$ cat src/rtl/bdeq_pkg.sv
// shared types and constants for the bounded double-ended queue
// used by bdeq_ctrl, bdeq_dp and bounded_double_ended_queue_unit
package bdeq_pkg;

    localparam int CAPACITY  = 16;
    localparam int WORD_BITS = 32;
    localparam int IDX_W     = $clog2(CAPACITY);
    localparam int CNT_W     = $clog2(CAPACITY + 1);
    localparam int CMD_W     = 3;
    localparam int STAT_W    = 2;

    typedef logic [WORD_BITS-1:0] word_t;
    typedef logic [IDX_W-1:0]     idx_t;
    typedef logic [CNT_W-1:0]     cnt_t;

    typedef enum logic [CMD_W-1:0] {
        CMD_PUSH_FRONT = 3'd0,
        CMD_PUSH_BACK  = 3'd1,
        CMD_POP_FRONT  = 3'd2,
        CMD_POP_BACK   = 3'd3,
        CMD_READ       = 3'd4
    } cmd_t;

    typedef enum logic [STAT_W-1:0] {
        ST_DONE  = 2'd0,
        ST_FULL  = 2'd1,
        ST_EMPTY = 2'd2
    } stat_t;

    typedef enum logic [1:0] {
        S_IDLE = 2'd0,
        S_READ = 2'd1,
        S_LOAD = 2'd2
    } state_t;

    // controller to datapath commands
    typedef struct packed {
        logic exec;   // apply the accepted command to the store and indices
        logic load;   // move read data into the output registers
    } dp_ctrl_t;

endpackage

$ cat src/rtl/bounded_double_ended_queue_unit.sv
// bounded double-ended queue of 32-bit words, 16 slots, one command per word
// an accepted word passes through a registered read of both ends, then a load into the output
// registers that waits until the output register is free; a new word is taken only in idle
// state, after that load, while the previous result may still wait in the output register
// reset clears front index, entry count and handshake state; the slot store is not cleared
module bounded_double_ended_queue_unit
(
    input  logic                          clk,
    input  logic                          rst_n,
    input  logic                          in_valid,
    output logic                          in_ready,
    input  logic [bdeq_pkg::CMD_W-1:0]    command,
    input  logic [bdeq_pkg::WORD_BITS-1:0] data_in,
    output logic                          out_valid,
    input  logic                          out_ready,
    output logic [bdeq_pkg::WORD_BITS-1:0] front_value,
    output logic [bdeq_pkg::WORD_BITS-1:0] back_value,
    output logic [bdeq_pkg::CNT_W-1:0]    entry_count_out,
    output logic                          is_empty,
    output logic [bdeq_pkg::STAT_W-1:0]   status
);
    import bdeq_pkg::*;

    dp_ctrl_t dp_ctrl;

    // sequencer
    bdeq_ctrl u_ctrl
    (
        .clk       (clk),
        .rst_n     (rst_n),
        .in_valid  (in_valid),
        .in_ready  (in_ready),
        .out_valid (out_valid),
        .out_ready (out_ready),
        .dp_ctrl   (dp_ctrl)
    );

    // store and result datapath
    bdeq_dp u_dp
    (
        .clk             (clk),
        .rst_n           (rst_n),
        .dp_ctrl         (dp_ctrl),
        .command         (command),
        .data_in         (data_in),
        .front_value     (front_value),
        .back_value      (back_value),
        .entry_count_out (entry_count_out),
        .is_empty        (is_empty),
        .status          (status)
    );

endmodule

$ cat src/rtl/bdeq_ctrl.sv
// sequencer for the queue: accept, read back the ends, load the result word
// depends on bdeq_pkg
module bdeq_ctrl
(
    input  logic              clk,
    input  logic              rst_n,
    input  logic              in_valid,
    output logic              in_ready,
    output logic              out_valid,
    input  logic              out_ready,
    output bdeq_pkg::dp_ctrl_t dp_ctrl
);
    import bdeq_pkg::*;

    state_t state_reg;
    state_t state_next;
    logic   out_valid_reg;
    logic   out_valid_next;

    // state and output-valid registers
    always_ff @(posedge clk or negedge rst_n)
    begin
        if (!rst_n)
        begin
            state_reg     <= S_IDLE;
            out_valid_reg <= 1'b0;
        end
        else
        begin
            state_reg     <= state_next;
            out_valid_reg <= out_valid_next;
        end
    end

    // next state and commands
    always_comb
    begin
        state_next     = state_reg;
        in_ready       = 1'b0;
        dp_ctrl.exec   = 1'b0;
        dp_ctrl.load   = 1'b0;
        out_valid_next = out_valid_reg && !out_ready;
        unique case (state_reg)
            S_IDLE:
            begin
                in_ready = 1'b1;
                if (in_valid)
                begin
                    dp_ctrl.exec = 1'b1;
                    state_next   = S_READ;
                end
            end
            S_READ:
            begin
                state_next = S_LOAD;
            end
            S_LOAD:
            begin
                // wait until the output register is free
                if (!out_valid_reg || out_ready)
                begin
                    dp_ctrl.load   = 1'b1;
                    out_valid_next = 1'b1;
                    state_next     = S_IDLE;
                end
            end
            default:
            begin
                state_next = S_IDLE;
            end
        endcase
    end

    assign out_valid = out_valid_reg;

endmodule

$ cat src/rtl/bdeq_dp.sv
// datapath: circular slot store, front index, entry count and result registers
// depends on bdeq_pkg
module bdeq_dp
(
    input  logic                     clk,
    input  logic                     rst_n,
    input  bdeq_pkg::dp_ctrl_t       dp_ctrl,
    input  logic [bdeq_pkg::CMD_W-1:0] command,
    input  bdeq_pkg::word_t          data_in,
    output bdeq_pkg::word_t          front_value,
    output bdeq_pkg::word_t          back_value,
    output bdeq_pkg::cnt_t           entry_count_out,
    output logic                     is_empty,
    output logic [bdeq_pkg::STAT_W-1:0] status
);
    import bdeq_pkg::*;

    word_t slot_mem [CAPACITY];

    idx_t  front_reg;
    idx_t  front_next;
    cnt_t  count_reg;
    cnt_t  count_next;
    stat_t stat_reg;
    stat_t stat_next;

    logic  wr_en;
    idx_t  wr_addr;
    idx_t  back_addr;

    word_t rd_front_reg;
    word_t rd_back_reg;

    word_t front_value_reg;
    word_t back_value_reg;
    cnt_t  count_out_reg;
    logic  empty_reg;
    stat_t stat_out_reg;

    logic  full;
    logic  empty;

    assign full  = (count_reg == cnt_t'(CAPACITY));
    assign empty = (count_reg == '0);

    // command decode and index update
    always_comb
    begin
        front_next = front_reg;
        count_next = count_reg;
        stat_next  = ST_DONE;
        wr_en      = 1'b0;
        wr_addr    = front_reg + count_reg[IDX_W-1:0];
        unique case (command)
            CMD_PUSH_FRONT:
            begin
                if (full)
                    stat_next = ST_FULL;
                else
                begin
                    front_next = front_reg - idx_t'(1);
                    wr_addr    = front_reg - idx_t'(1);
                    wr_en      = 1'b1;
                    count_next = count_reg + cnt_t'(1);
                end
            end
            CMD_PUSH_BACK:
            begin
                if (full)
                    stat_next = ST_FULL;
                else
                begin
                    wr_en      = 1'b1;
                    count_next = count_reg + cnt_t'(1);
                end
            end
            CMD_POP_FRONT:
            begin
                if (empty)
                    stat_next = ST_EMPTY;
                else
                begin
                    front_next = front_reg + idx_t'(1);
                    count_next = count_reg - cnt_t'(1);
                end
            end
            CMD_POP_BACK:
            begin
                if (empty)
                    stat_next = ST_EMPTY;
                else
                    count_next = count_reg - cnt_t'(1);
            end
            default:
            begin
                // read only, unused codes too
                stat_next = ST_DONE;
            end
        endcase
    end

    // queue state
    always_ff @(posedge clk or negedge rst_n)
    begin
        if (!rst_n)
        begin
            front_reg <= '0;
            count_reg <= '0;
            stat_reg  <= ST_DONE;
        end
        else if (dp_ctrl.exec)
        begin
            front_reg <= front_next;
            count_reg <= count_next;
            stat_reg  <= stat_next;
        end
    end

    // slot store write
    always_ff @(posedge clk)
    begin
        if (dp_ctrl.exec && wr_en)
            slot_mem[wr_addr] <= data_in;
    end

    // registered reads of both ends
    assign back_addr = front_reg + count_reg[IDX_W-1:0] - idx_t'(1);

    always_ff @(posedge clk)
    begin
        rd_front_reg <= slot_mem[front_reg];
        rd_back_reg  <= slot_mem[back_addr];
    end

    // result word registers
    always_ff @(posedge clk)
    begin
        if (dp_ctrl.load)
        begin
            front_value_reg <= empty ? '0 : rd_front_reg;
            back_value_reg  <= empty ? '0 : rd_back_reg;
            count_out_reg   <= count_reg;
            empty_reg       <= empty;
            stat_out_reg    <= stat_reg;
        end
    end

    assign front_value     = front_value_reg;
    assign back_value      = back_value_reg;
    assign entry_count_out = count_out_reg;
    assign is_empty        = empty_reg;
    assign status          = stat_out_reg;

endmodule

$ cat config.mk
export PLATFORM = sky130hd
export DESIGN_NAME = bounded_double_ended_queue_unit
export DESIGN_NICKNAME = d
export VERILOG_FILES = /design/src/rtl/bdeq_pkg.sv /design/src/rtl/bounded_double_ended_queue_unit.sv /design/src/rtl/bdeq_ctrl.sv /design/src/rtl/bdeq_dp.sv
export SDC_FILE = /design/constraint.sdc
export NUM_CORES = 1
export LEC_CHECK = 0
export BUFFER_PORTS_ARGS = -buffer_cell sky130_fd_sc_hd__buf_4
export CAP_MARGIN = 20
export CORE_MARGIN = 2
export CORE_UTILIZATION = 25
export DETAILED_ROUTE_END_ITERATION = 10
export GPL_TIMING_DRIVEN = 0
export PLACE_DENSITY_LB_ADDON = 0.1
export SLEW_MARGIN = 15
export SYNTH_ARGS = -nofsm -noshare
export SYNTH_HDL_FRONTEND = slang
export SYNTH_SLANG_ARGS = --single-unit
$ cat constraint.sdc
create_clock -name clk -period 6.55 [get_ports clk]
set_input_delay 0.655 -clock clk [delete_from_list [all_inputs] [get_ports clk]]
set_output_delay 0.655 -clock clk [all_outputs]
set_load 0.005 [all_outputs]
# ---- Word level (Yosys, flattened, before mapping)
# Memories as Yosys holds them, arrays and structs flattened. A register that Yosys moved wholly into a read port is not among the register bits.
# Index checks and enable logic that the tools add are counted.
dict set report word_totals {
  register_bits 86
  ramBits 512
  inputBits 39
  output_inout_bits 74
  wordCells 69
  mem_count 1
}
dict set report classes {
  n_addsub 6
  n_eq_ne 12
  muxes 25
  n_reduce_logical 15
}
# memory depth word_bits rd rd_clocked_by_memory_dff write_ports line
set mem_list {}
lappend mem_list {u_dp.slot_mem 16 32 2 2 1 bdeq_dp.sv:18} ;# word_t slot_mem [CAPACITY];
# op count
set ops {}
lappend ops {{$mux 4} 4}
lappend ops {{$mux 1} 12}
lappend ops {{$mux 5} 2}
lappend ops {{$ne 2x2->1 const B} 5}
lappend ops {{$pmux 5 s2} 1}
lappend ops {{$pmux 4 s2} 1}
lappend ops {{$reduce_and 4->1} 2}
lappend ops {{$sub 4x1->4 const B} 2}
lappend ops {{$eq 3x2->1 const B} 2}
lappend ops {{$mux 2} 3}
lappend ops {{$pmux 2 s3} 1}
lappend ops {{$add 5x1->5 const B} 1}
lappend ops {{$eq 5x5->1 const B} 1}
lappend ops {{$logic_not 5->1} 1}
lappend ops {{$sub 5x1->5 const B} 1}
lappend ops {{$add 4x1->4 const B} 1}
lappend ops {{$add 4x4->4} 1}
lappend ops {{$pmux 2 s2} 1}
lappend ops {{$reduce_bool 2->1} 2}
lappend ops {{$reduce_or 2->1} 2}
lappend ops {{$eq 3x1->1 const B} 1}
lappend ops {{$logic_not 3->1} 1}
lappend ops {{$eq 2x1->1 const B} 1}
lappend ops {{$eq 2x2->1 const B} 1}
lappend ops {{6 further kinds} 8}

# ---- Logic depth before layout (Yosys ltp)
# Gate-level depths: netlist of the first run.
dict set report depth {
  word_depth 6
  ltp_mapped 11
  mapped_depth_nobuf 8
}

# ---- By module
# Synthesis of the first run repeated with hierarchy kept, for this count alone.
dict set report hier_totals {
  cells_unflattened 1318
  hier_area_um2 28309.7
}
# mod instances cells_each area_per_inst_um2 seq_area_each_um2
set modules_own_cells {}
lappend modules_own_cells {bdeq_dp 1 1306 28174.5 19093.3}
lappend modules_own_cells {bdeq_ctrl 1 12 135.1 75.1}

# ---- Worst setup path before layout of the first run
# OpenSTA, ideal clock, no wires.
dict set report synth_timing {
  path_type {register -> register}
  from {register u_dp.front_reg[0]}
  to {memory u_dp.slot_mem[11][0] (netlist bit) (enable)}
  setup_time_ns 0.461
  t_arrival_ns 4.100
  required_time_ns 6.089
  setup_slack_ns 1.989
  stages_incl_launch_ff 10
  path_buffers 3
  period_less_slack_ns 4.561
  path_cell_list {dfrtp_1 buf_2 clkbuf_1 buf_2 inv_1 ha_1 nand2_1 o21ai_0 nand3b_1 nor3_1}
}
dict set report synth_between {
  elab_chain_len 3
  elab_cells_between_ends 4
  classes_between {2 x add/sub; 2 x mux}
}
# element line
set synth_lines {}
lappend synth_lines {{start: declaration} bdeq_dp.sv:20} ;# idx_t front_reg;
lappend synth_lines {{start signal: assignment} bdeq_dp.sv:113} ;# front_reg <= front_next;
lappend synth_lines {{$sub 4x1->4 / $add 4x4->4 (equally long branches)} {bdeq_dp.sv:62, bdeq_dp.sv:53}}
lappend synth_lines {{$mux 4} bdeq_dp.sv:57} ;# if (full)
lappend synth_lines {{$mux 4 *} bdeq_dp.sv:54} ;# unique case (command)
lappend synth_lines {{end: declaration} bdeq_dp.sv:18}
# Every way passes the cells marked *; elsewhere a longest branch is shown, timed or not.

# ---- Worst setup path in the final report of the first run
dict set report layout_timing {
  from {register u_dp.count_reg[0]}
  to {register u_dp.rd_back_reg[19], read port of u_dp.slot_mem}
}
dict set report layout_between {
  elab_chain_len 2
}
# element line
set layout_lines {}
lappend layout_lines {{start: declaration} bdeq_dp.sv:22} ;# cnt_t count_reg;
lappend layout_lines {{start signal: assignment} bdeq_dp.sv:114} ;# count_reg <= count_next;
lappend layout_lines {{$add 4x4->4} bdeq_dp.sv:127} ;# assign back_addr = front_reg + count_reg[IDX_W-1:0] - idx_t'(1);
lappend layout_lines {{$sub 4x1->4} bdeq_dp.sv:127}
lappend layout_lines {{end: declaration} bdeq_dp.sv:32} ;# word_t rd_back_reg;
# No other way between the ends.
# A chain may end at the register's enable or synchronous reset.

==> results, run 1 <==
- The clock reaches the later pin of the worst-skew pair after 0.65 ns.
- The detailed router put a total of 37900 um of wire on met1.
- STA classifies the critical path startpoint as a register.
- The worst path in the final design needs a cycle of 5.22 ns, including I/O delays and setup.
- Leaving out fill and tap cells, the most frequent cell in the layout is sky130_fd_sc_hd__edfxtp_1.
- The worst setup path is of the register to register kind.
- The reg-to-reg critical path endpoint is u_dp.rd_back_reg[19]$_DFF_P_.
- The highest layer used for signal routing is met5.
- Buffers inserted during clock tree synthesis total 78.
- In this run the worst path has a maximum fanout of 10.
- Setup violations remaining at the end of the flow were counted as 0.
- After clock tree synthesis, the clock-pin slew on the worst setup and hold paths is 0.06 ns.
- The number of warning messages in the yosys log is 0.
- Across the run, the number of max-cap violations was 0.
- In this run the count of I/O pins placed on the die edge is 113.
- The buffer count from post-CTS setup fixing is 0.
- In the detailed route, the total length drawn on met3 is 5630 um.
- The worst setup path endpoint is u_dp.rd_back_reg[19]$_DFF_P_.
- In this run, distinct cell masters in the synthesized netlist total 35.
- The floorplan row count is 123.
- The tightest slew margin relative to the limit is 21.5%.
- The post-synthesis cell area is 28300 um^2.
- The average instance in the mapped netlist occupies 21.6 um^2.
- The routed design uses 45000 um of met2 wire.
- The final max-slew violation count is 0.
- The total overflow reported by the global router is 0.
- Compared with the post-synthesis result, the final layout area differs by 22.7%.
- The count of antenna-violating nets left after detailed routing is 0.
- The number of synthesized flops with an enable pin is 584.
- The first routing iteration left 1208 violations.
- The launching point of the worst reg2reg path is u_dp.count_reg[0]$_DFFE_PN0P_.
- The critical path data arrival time is 5.70 ns.
- Setup repair after global routing left no endpoint under its margin.
- The number of detailed-routing iterations run before antenna repair is 5.
- Global routing used 15.8% of the available tracks.
- The largest net degree at the start of global routing is 25.
- In the post-route analysis, the smallest setup slack over all paths is 1.33 ns.
- The number of nets in the finished design is 1623.
- The initial standard-cell utilization of the core is 25.2%.
- The floorplan core area is 112000 um^2.
- The setup slack on the worst flop-to-flop path is 1.33 ns.
- Port buffering added 111 buffers.
- The launch point of the critical path is u_dp.count_reg[0]$_DFFE_PN0P_.
- In the finished design, the share of the clock period the worst path needs comes to 79.8%.
- The clock arrives with 0.0273 ns of skew.
- The share of layout cells above drive strength 1 is 40.9%.
- TritonCTS built the clock tree.
- Measured along the y axis, the die boundary spans 340 um.
- The total routed wirelength is 90700 um.
- Synthesis inferred 662 register bits.
- The number of antenna violations at the first check in global routing was 4.
- The run finished with clean final reports.
- The number of nets handed over by synthesis was 1362.
- The register with the most flip-flops in the layout has 512 of them.
- Clock tree synthesis found a total of 662 sinks.
- The horizontal die dimension is 340 um.
- The count of H-tree levels built during CTS is 3.
- OpenSTA, run right after detailed placement, puts the worst setup slack at 1.33 ns.
- More flip-flops sit in one register than any other, and that register is u_dp.slot_mem.
- The count of mapped cells out of synthesis is 1312.
- Routability-driven placement finished with a final weighted congestion of 0.708.
- In the layout the commonest cells are 584 x sky130_fd_sc_hd__edfxtp_1, 288 x sky130_fd_sc_hd__mux4_2, 145 x sky130_fd_sc_hd__buf_4, 96 x sky130_fd_sc_hd__mux2i_1, 78 x sky130_fd_sc_hd__clkbuf_16.
- The sequential share of the synthesized area is 67.8%.
- In the routed design, unresolved DRC markers number 0.
- The depth of the worst register-to-register path is 11.
- The global-route wire length before repair is 127000 um.
- The fraction of registers with async set/reset is 2.11%.
- The tightest min-delay check is of the input pin to register type.
- The number of buffers on the longest clock path is 3.
- The via count of the first global-routing pass is 15800.
- The worst endpoint required time is 7.03 ns.
- Static timing analysis puts the maximum clock frequency at 191 MHz.
- The vias per cell is 4.67.
- The dominant register cell in the synthesized netlist is sky130_fd_sc_hd__edfxtp_1.
- The HPWL after detailed placement is 62100 um.
- The hold violation total from the final report was 0.
- The worst setup path is captured at a register.
- The die covers 116000 um^2.
- The root buffer cell chosen for the clock tree is sky130_fd_sc_hd__clkbuf_16.
- The number of vias after detailed routing is 14700.
- The actual slew at the worst max-slew pin is 1.18 ns.
- After detailed routing, the average wire length per cell comes to 28.9 um.
through the flow:
stage | setup TNS, ns | hold WS, ns | utilization, % | cells | instance area [um^2]
floorplan | 0 | 0.359 | - | 1312 | 28300
global placement | -979.42 | 0.443 | 27.6 | 2923 | 31000
detailed placement | 0 | 0.442 | 28.5 | 2990 | 32000
CTS | 0 | 0.256 | 30.9 | 3137 | 34700
global route | 0 | 0.294 | 30.9 | 3140 | 34700
finish | 0 | 0.311 | 30.9 | 3141 | 34700
metal layers:
metal | vias up | GRT usage, %
met2 | 482 | 26.5
met1 | 7989 | 20.1
met4 | 2 | 4.70
met3 | 107 | 3.76
met5 | - | 0
li1 | 6102 | -
Yosys cell counts (2+ instances only):
library cell	count	area (um^2)
sky130_fd_sc_hd__buf_1	11	41.3
sky130_fd_sc_hd__mux4_2	288	6490
sky130_fd_sc_hd__nor2_1	15	56.3
sky130_fd_sc_hd__xor2_1	6	52.6
sky130_fd_sc_hd__dfxtp_1	64	1280
sky130_fd_sc_hd__nand2_1	13	48.8
sky130_fd_sc_hd__xnor2_2	2	32.5
sky130_fd_sc_hd__fa_1	2	40.0
sky130_fd_sc_hd__dfrtp_1	14	350
sky130_fd_sc_hd__xor2_2	2	32.5
sky130_fd_sc_hd__nor3_1	12	60.1
sky130_fd_sc_hd__xnor2_1	7	61.3
sky130_fd_sc_hd__mux2_2	2	22.5
sky130_fd_sc_hd__nor2b_1	66	413
sky130_fd_sc_hd__inv_1	7	26.3
sky130_fd_sc_hd__buf_8	6	90.1
sky130_fd_sc_hd__clkbuf_1	38	143
sky130_fd_sc_hd__buf_2	29	145
sky130_fd_sc_hd__a21o_1	4	30.0
sky130_fd_sc_hd__mux2i_1	96	961
sky130_fd_sc_hd__a21oi_1	8	40.0
sky130_fd_sc_hd__nand3_1	4	20.0
sky130_fd_sc_hd__o21ai_0	7	35.0
sky130_fd_sc_hd__ha_1	9	113
sky130_fd_sc_hd__or3_1	4	25.0
sky130_fd_sc_hd__edfxtp_1	584	17500
sky130_fd_sc_hd__nand2b_1	4	25.0
logic make-up after synthesis:
logic type,count (synthesis),synth area share (%)
compound gates,22,0.526
xor+xnor,18,0.730
fa+ha+maj,11,0.540
buf+inv,91,1.57
flops,662,67.8
mux,386,26.4
simple gates,122,2.47
critical path: stages (launching register included):
cell and delay [ns]:
sky130_fd_sc_hd__dfrtp_1 0.50, sky130_fd_sc_hd__ha_1 0.34, sky130_fd_sc_hd__buf_2 0.24, sky130_fd_sc_hd__buf_2 0.40
sky130_fd_sc_hd__buf_2 0.51, sky130_fd_sc_hd__inv_1 0.15, sky130_fd_sc_hd__ha_1 0.36, sky130_fd_sc_hd__clkbuf_1 0.81
sky130_fd_sc_hd__clkbuf_1 0.83, sky130_fd_sc_hd__mux4_2 0.42, sky130_fd_sc_hd__mux2i_1 0.08, sky130_fd_sc_hd__mux2i_1 0.39
cell type report:
type | count | area (um^2)
antenna | 2 | 5.00
buffer | 84 | 438
sequential | 662 | 19200
fill | 10900 | 77600
tap | 1500 | 1880
multi-input combinational | 559 | 8780
timing repair buffer | 181 | 1750
inverter | 7 | 26.3
clock inverter | 38 | 459
clock buffer | 108 | 2210
repair_timing:
item / in CTS / in global routing
resized for setup: 0 / 0
hold buffers: 1 / 0
hold endpoints to repair: 14 / 0
worst min path at each step:
stage / from / to / slack [ns] / cells after the start
2_1_floorplan: rst_n / u_ctrl.out_valid$_DFF_PN0_ / 0.36 / 0
3_3_place_gp: u_dp.stat_reg[0]$_DFFE_PN0P_ / u_dp.status[0]$_DFFE_PP_ / 0.44 / 0
3_5_place_dp: u_dp.stat_reg[1]$_DFFE_PN0P_ / u_dp.status[1]$_DFFE_PP_ / 0.44 / 0
4_1_cts: data_in[9] / u_dp.slot_mem[3][9]$_DFFE_PP_ / 0.26 / 1
5_1_grt: data_in[9] / u_dp.slot_mem[3][9]$_DFFE_PP_ / 0.29 / 1
6_report: data_in[9] / u_dp.slot_mem[3][9]$_DFFE_PP_ / 0.31 / 1
Power of run 1 is left out: the tool's default activity adds up to more than one toggle a clock period on the data nets, which glitch-free logic cannot reach.
==> run 2: changes to the inputs <==
- ABC_AREA: not set -> 1
- clock period: 6.55 -> 4.5 ns (I/O delays scaled with it)
==> results, run 2 <==
- Cell types with the highest counts after synthesis: 584 x sky130_fd_sc_hd__edfxtp_1, 531 x sky130_fd_sc_hd__nand2_1, 351 x sky130_fd_sc_hd__nand3_1 (was 584 x sky130_fd_sc_hd__edfxtp_1, 288 x sky130_fd_sc_hd__mux4_2, 96 x sky130_fd_sc_hd__mux2i_1).
- The most common cell after layout, fill and taps aside is sky130_fd_sc_hd__edfxtp_1 (unchanged).
- The combinational family with the most area after synthesis is compound AO/OA/AOI/OAI gates (was multiplexers).
- The global-route wire length before repair is 190000 um (was 127000 um).
- The via count of the first global-routing pass is 23900 (was 15800).
- The largest stage delay on the critical path came to 0.73 ns (was 0.83 ns).
- The setup slack on the worst flop-to-flop path is 0.05 ns (was 1.33 ns).
- Status: finished, final reports clean (unchanged).
- The CTS tree is yes (unchanged).
- The highest clock rate is 225 MHz (was 191 MHz).
- The dominant register cell in the synthesized netlist is sky130_fd_sc_hd__edfxtp_1 (unchanged).
- The vias per cell came to 5.00 (was 4.67).
- The master of the slowest instance on the critical path was sky130_fd_sc_hd__clkdlybuf4s15_1 (was sky130_fd_sc_hd__clkbuf_1).
- The share of the synthesized netlist area taken by xor and xnor gates is 0.200% (was 0.730%).
- The clock sink count is 662 (unchanged).
- The area added between synthesis and finish is 21.4% (was 22.7%).
- The last weighted congestion value of the routability-driven placer is 0.826 (was 0.708).
- The portion of synthesized cell area occupied by the leading cell type is 57.1% (was 62.0%).
- The total buffers and inverters traversed by the critical path came to 7 (was 6).
- The number of nets in the finished design was 3295 (was 1623).
- The largest driver fanout on the critical path is 10 (unchanged).
- List of cells traversed by the critical path: ha_1 -> buf_6 -> buf_6 -> buf_6 -> clkinv_2 -> ha_1 -> inv_1 -> clkdlybuf4s15_1 -> buf_1 -> a21oi_1 -> o21ai_0 -> nand3_1 -> nand2_1 -> nand2_1 -> nand2_1 (was ha_1 -> buf_2 -> buf_2 -> buf_2 -> inv_1 -> ha_1 -> clkbuf_1 -> clkbuf_1 -> mux4_2 -> mux2i_1 -> mux2i_1).
- The total overflow reported by the global router came to 0 (unchanged).
- The clock skew is 0.0239 ns (was 0.0273 ns).
- The HPWL after detailed placement is 94300 um (was 62100 um).
- The synthesized net count was 3060 (was 1362).
- The clock transition at the registers of the reported paths is 0.06 ns (about the same).
- The number of distinct library cell variants in the gate-level netlist after synthesis was 31 (was 35).
- The count of mapped cells out of synthesis is 3010 (was 1312).
- The sequential share of the synthesized area is 62.5% (was 67.8%).
- The critical path class is register to register (unchanged).
- The count of buffers inserted at the top-level ports is 112 (was 111).
- The y dimension of the die was 354 um (was 340 um).
- The tightest slew margin relative to the limit is 19.5% (was 21.5%).
- The actual slew at the worst max-slew pin is 1.21 ns (was 1.18 ns).
- The largest net degree at the start of global routing is 24 (was 25).
- The critical path launch point type is a register (unchanged).
- The family with the most delay on the worst path is buffers and inverters (unchanged).
- The number of detailed-routing iterations run before antenna repair came to 6 (was 5).
- The root buffer selected by CTS is sky130_fd_sc_hd__clkbuf_16 (unchanged).
- The number of antenna violations at the first check in global routing came to 4 (unchanged).
- The count of placed standard cells in the final layout, fillers left out is 4943 (was 3141).
- The post-synthesis cell area was 30700 um^2 (was 28300 um^2).
- The synthesized-area fraction occupied by adder cells was 0.497% (was 0.540%).
- The number of synthesized flops with an enable pin came to 584 (unchanged).
- The fraction of registers with async set/reset is 2.11% (unchanged).
- Top cells by area in the synthesized netlist: sky130_fd_sc_hd__edfxtp_1 57%, sky130_fd_sc_hd__nand2_1 6.5%, sky130_fd_sc_hd__nand3_1 5.7% (was sky130_fd_sc_hd__edfxtp_1 62%, sky130_fd_sc_hd__mux4_2 23%, sky130_fd_sc_hd__dfxtp_1 4.5%).
- The setup violation total in the final timing report is 0 (unchanged).
- The worst-skew pair later-pin latency came to 0.68 ns (was 0.65 ns).
- The initial detailed-routing violation count is 2772 (was 1208).
- The floorplan row count came to 128 (was 123).
- The count of H-tree levels built during CTS was 3 (unchanged).
- The die footprint was 126000 um^2 (was 116000 um^2).
- The buffer count from post-CTS setup fixing is 0 (unchanged).
- The horizontal die dimension came to 354 um (was 340 um).
- The final clock period utilization by the worst path is 99.0% (was 79.8%).
- The instance count after placement with tap cells included was 4781 (was 2990).
- The sum of negative setup slack came to 0 ns (unchanged).
- The I/O pin count was 113 (unchanged).
- The final max-slew violation count came to 0 (unchanged).
- The proportion of synthesized area in mux cells is 0% (was 26.4%).
- The cell type with the largest total area after synthesis is sky130_fd_sc_hd__edfxtp_1 (unchanged).
- The reported max-cap violation count was 0 (unchanged).
- The mean post-synth cell area is 10.2 um^2 (was 21.6 um^2).
- The floorplan core area was 122000 um^2 (was 112000 um^2).
- The number of vias after detailed routing is 24700 (was 14700).
- The final routed DRC violation total is 0 (unchanged).
- The initial standard-cell utilization of the core came to 25.2% (about the same).
- The final period demand of the worst path is 4.45 ns (was 5.22 ns).
- The all-layer global routing usage is 21.5% (was 15.8%).
- The count of antenna-violating nets left after detailed routing came to 0 (unchanged).
- The total routed wirelength is 138000 um (was 90700 um).
- The worst hold-check path type is input pin to register (unchanged).
- The share of the synthesized area in compound gates (AO/OA/AOI/OAI) is 16.0% (was 0.526%).
- The flip-flop count of the largest register, all copies and words added is 512 (unchanged).
- The critical path data arrival time is 5.02 ns (was 5.70 ns).
- The most common cell in the synthesized netlist is sky130_fd_sc_hd__edfxtp_1 (unchanged).
- Unrepaired setup endpoints after global routing: yes (was no).
- The share of synthesized cell area in and, or, nand and nor gates is 12.7% (was 2.47%).
- The share of layout cells above drive strength 1 came to 14.1% (was 40.9%).
- The number of buffers on the longest clock path is 3 (unchanged).
- The per-cell routed wire length is 28.0 um (was 28.9 um).
- The hold violation total from the final report is 0 (unchanged).
- The register with the most flip-flops is u_dp.slot_mem (unchanged).
- The clock buffer count from CTS is 84 (was 78).
- The endpoint type of the worst setup path is a register (unchanged).
- The final hold slack is 0.0968 ns (was 0.311 ns).
- The worst endpoint required time came to 5.06 ns (was 7.03 ns).
- The flip-flop and latch count after synthesis is 662 (unchanged).
- The number of warning messages in the yosys log is 0 (unchanged).
- Highest-count cells in the layout ignoring fill and taps: 584 x sky130_fd_sc_hd__edfxtp_1, 531 x sky130_fd_sc_hd__nand2_1, 351 x sky130_fd_sc_hd__nand3_1, 346 x sky130_fd_sc_hd__inv_1, 302 x sky130_fd_sc_hd__a21oi_1 (was 584 x sky130_fd_sc_hd__edfxtp_1, 288 x sky130_fd_sc_hd__mux4_2, 145 x sky130_fd_sc_hd__buf_4, 96 x sky130_fd_sc_hd__mux2i_1, 78 x sky130_fd_sc_hd__clkbuf_16).
- The final core utilization is 30.6% (was 30.9%).
[run 2: final timing paths]
check / start / endpoint / depth (start not counted)
worst max register to register: u_dp.front_reg[0]$_DFFE_PN0P_ / u_dp.rd_back_reg[12]$_DFF_P_ / 15
worst max-delay path: u_dp.front_reg[0]$_DFFE_PN0P_ / u_dp.rd_back_reg[12]$_DFF_P_ / 15
worst min register to register: u_dp.stat_reg[0]$_DFFE_PN0P_ / u_dp.status[0]$_DFFE_PP_ / 0
min in group asynchronous: rst_n / u_dp.count_reg[4]$_DFFE_PN0P_ / 2
max in group asynchronous: rst_n / u_ctrl.state_reg[0]$_DFFE_PN0P_ / 2
worst min-delay path: data_in[4] / u_dp.slot_mem[11][4]$_DFFE_PP_ / 1
[run 2: metrics by stage]
stage | worst slack [ns] | area [um^2]
6_report | 0.0472 | 37200
5_1_grt | -0.0499 | 37200
4_1_cts | 0.0142 | 37200
3_5_place_dp | -0.00419 | 34400
3_3_place_gp | -2.88 | 33600
2_1_floorplan | 0.415 | 30700
[run 2: timing repair]
| item | CTS | global route |
|---|---|---|
| endpoints found under the setup margin | 1 | 22 |
| hold buffers | 2 | 0 |
| hold endpoints to repair | 15 | 0 |
| gates resized for setup | 1 | 15 |
[run 2: layout make-up]
type,count,area [um^2]
Clock inverter,44,433
Sequential cell,662,19200
Tap cell,1625,2030
Buffer,218,1210
Fill cell,12700,84500
Antenna cell,2,5.00
Inverter,350,1320
Timing Repair Buffer,149,1580
Clock buffer,113,2350
Multi-Input combinational cell,1780,9150
[run 2: per-layer routing]
| layer | vias to the layer above | wire, um | global-route usage [%] | part of all wire (%) |
|---|---|---|---|---|
| met3 | 236 | 9150 | 3.61 | 6.6 |
| met2 | 975 | 63800 | 34.8 | 46 |
| li1 | 11100 | - | - | - |
| met4 | 0 | 4480 | 7.53 | 3.2 |
| met1 | 12400 | 61000 | 29.1 | 44 |
| met5 | - | 0 | 0 | 0 |
[run 2: cells by family after synthesis]
group,Yosys count
AOI/OAI and AO/OA,843
xor gates and xnor gates,7
adders and majority gates,11
buffers and inverters,568
DFF,662
and+or+nand+nor,919
Power of run 2 is left out for the same reason.
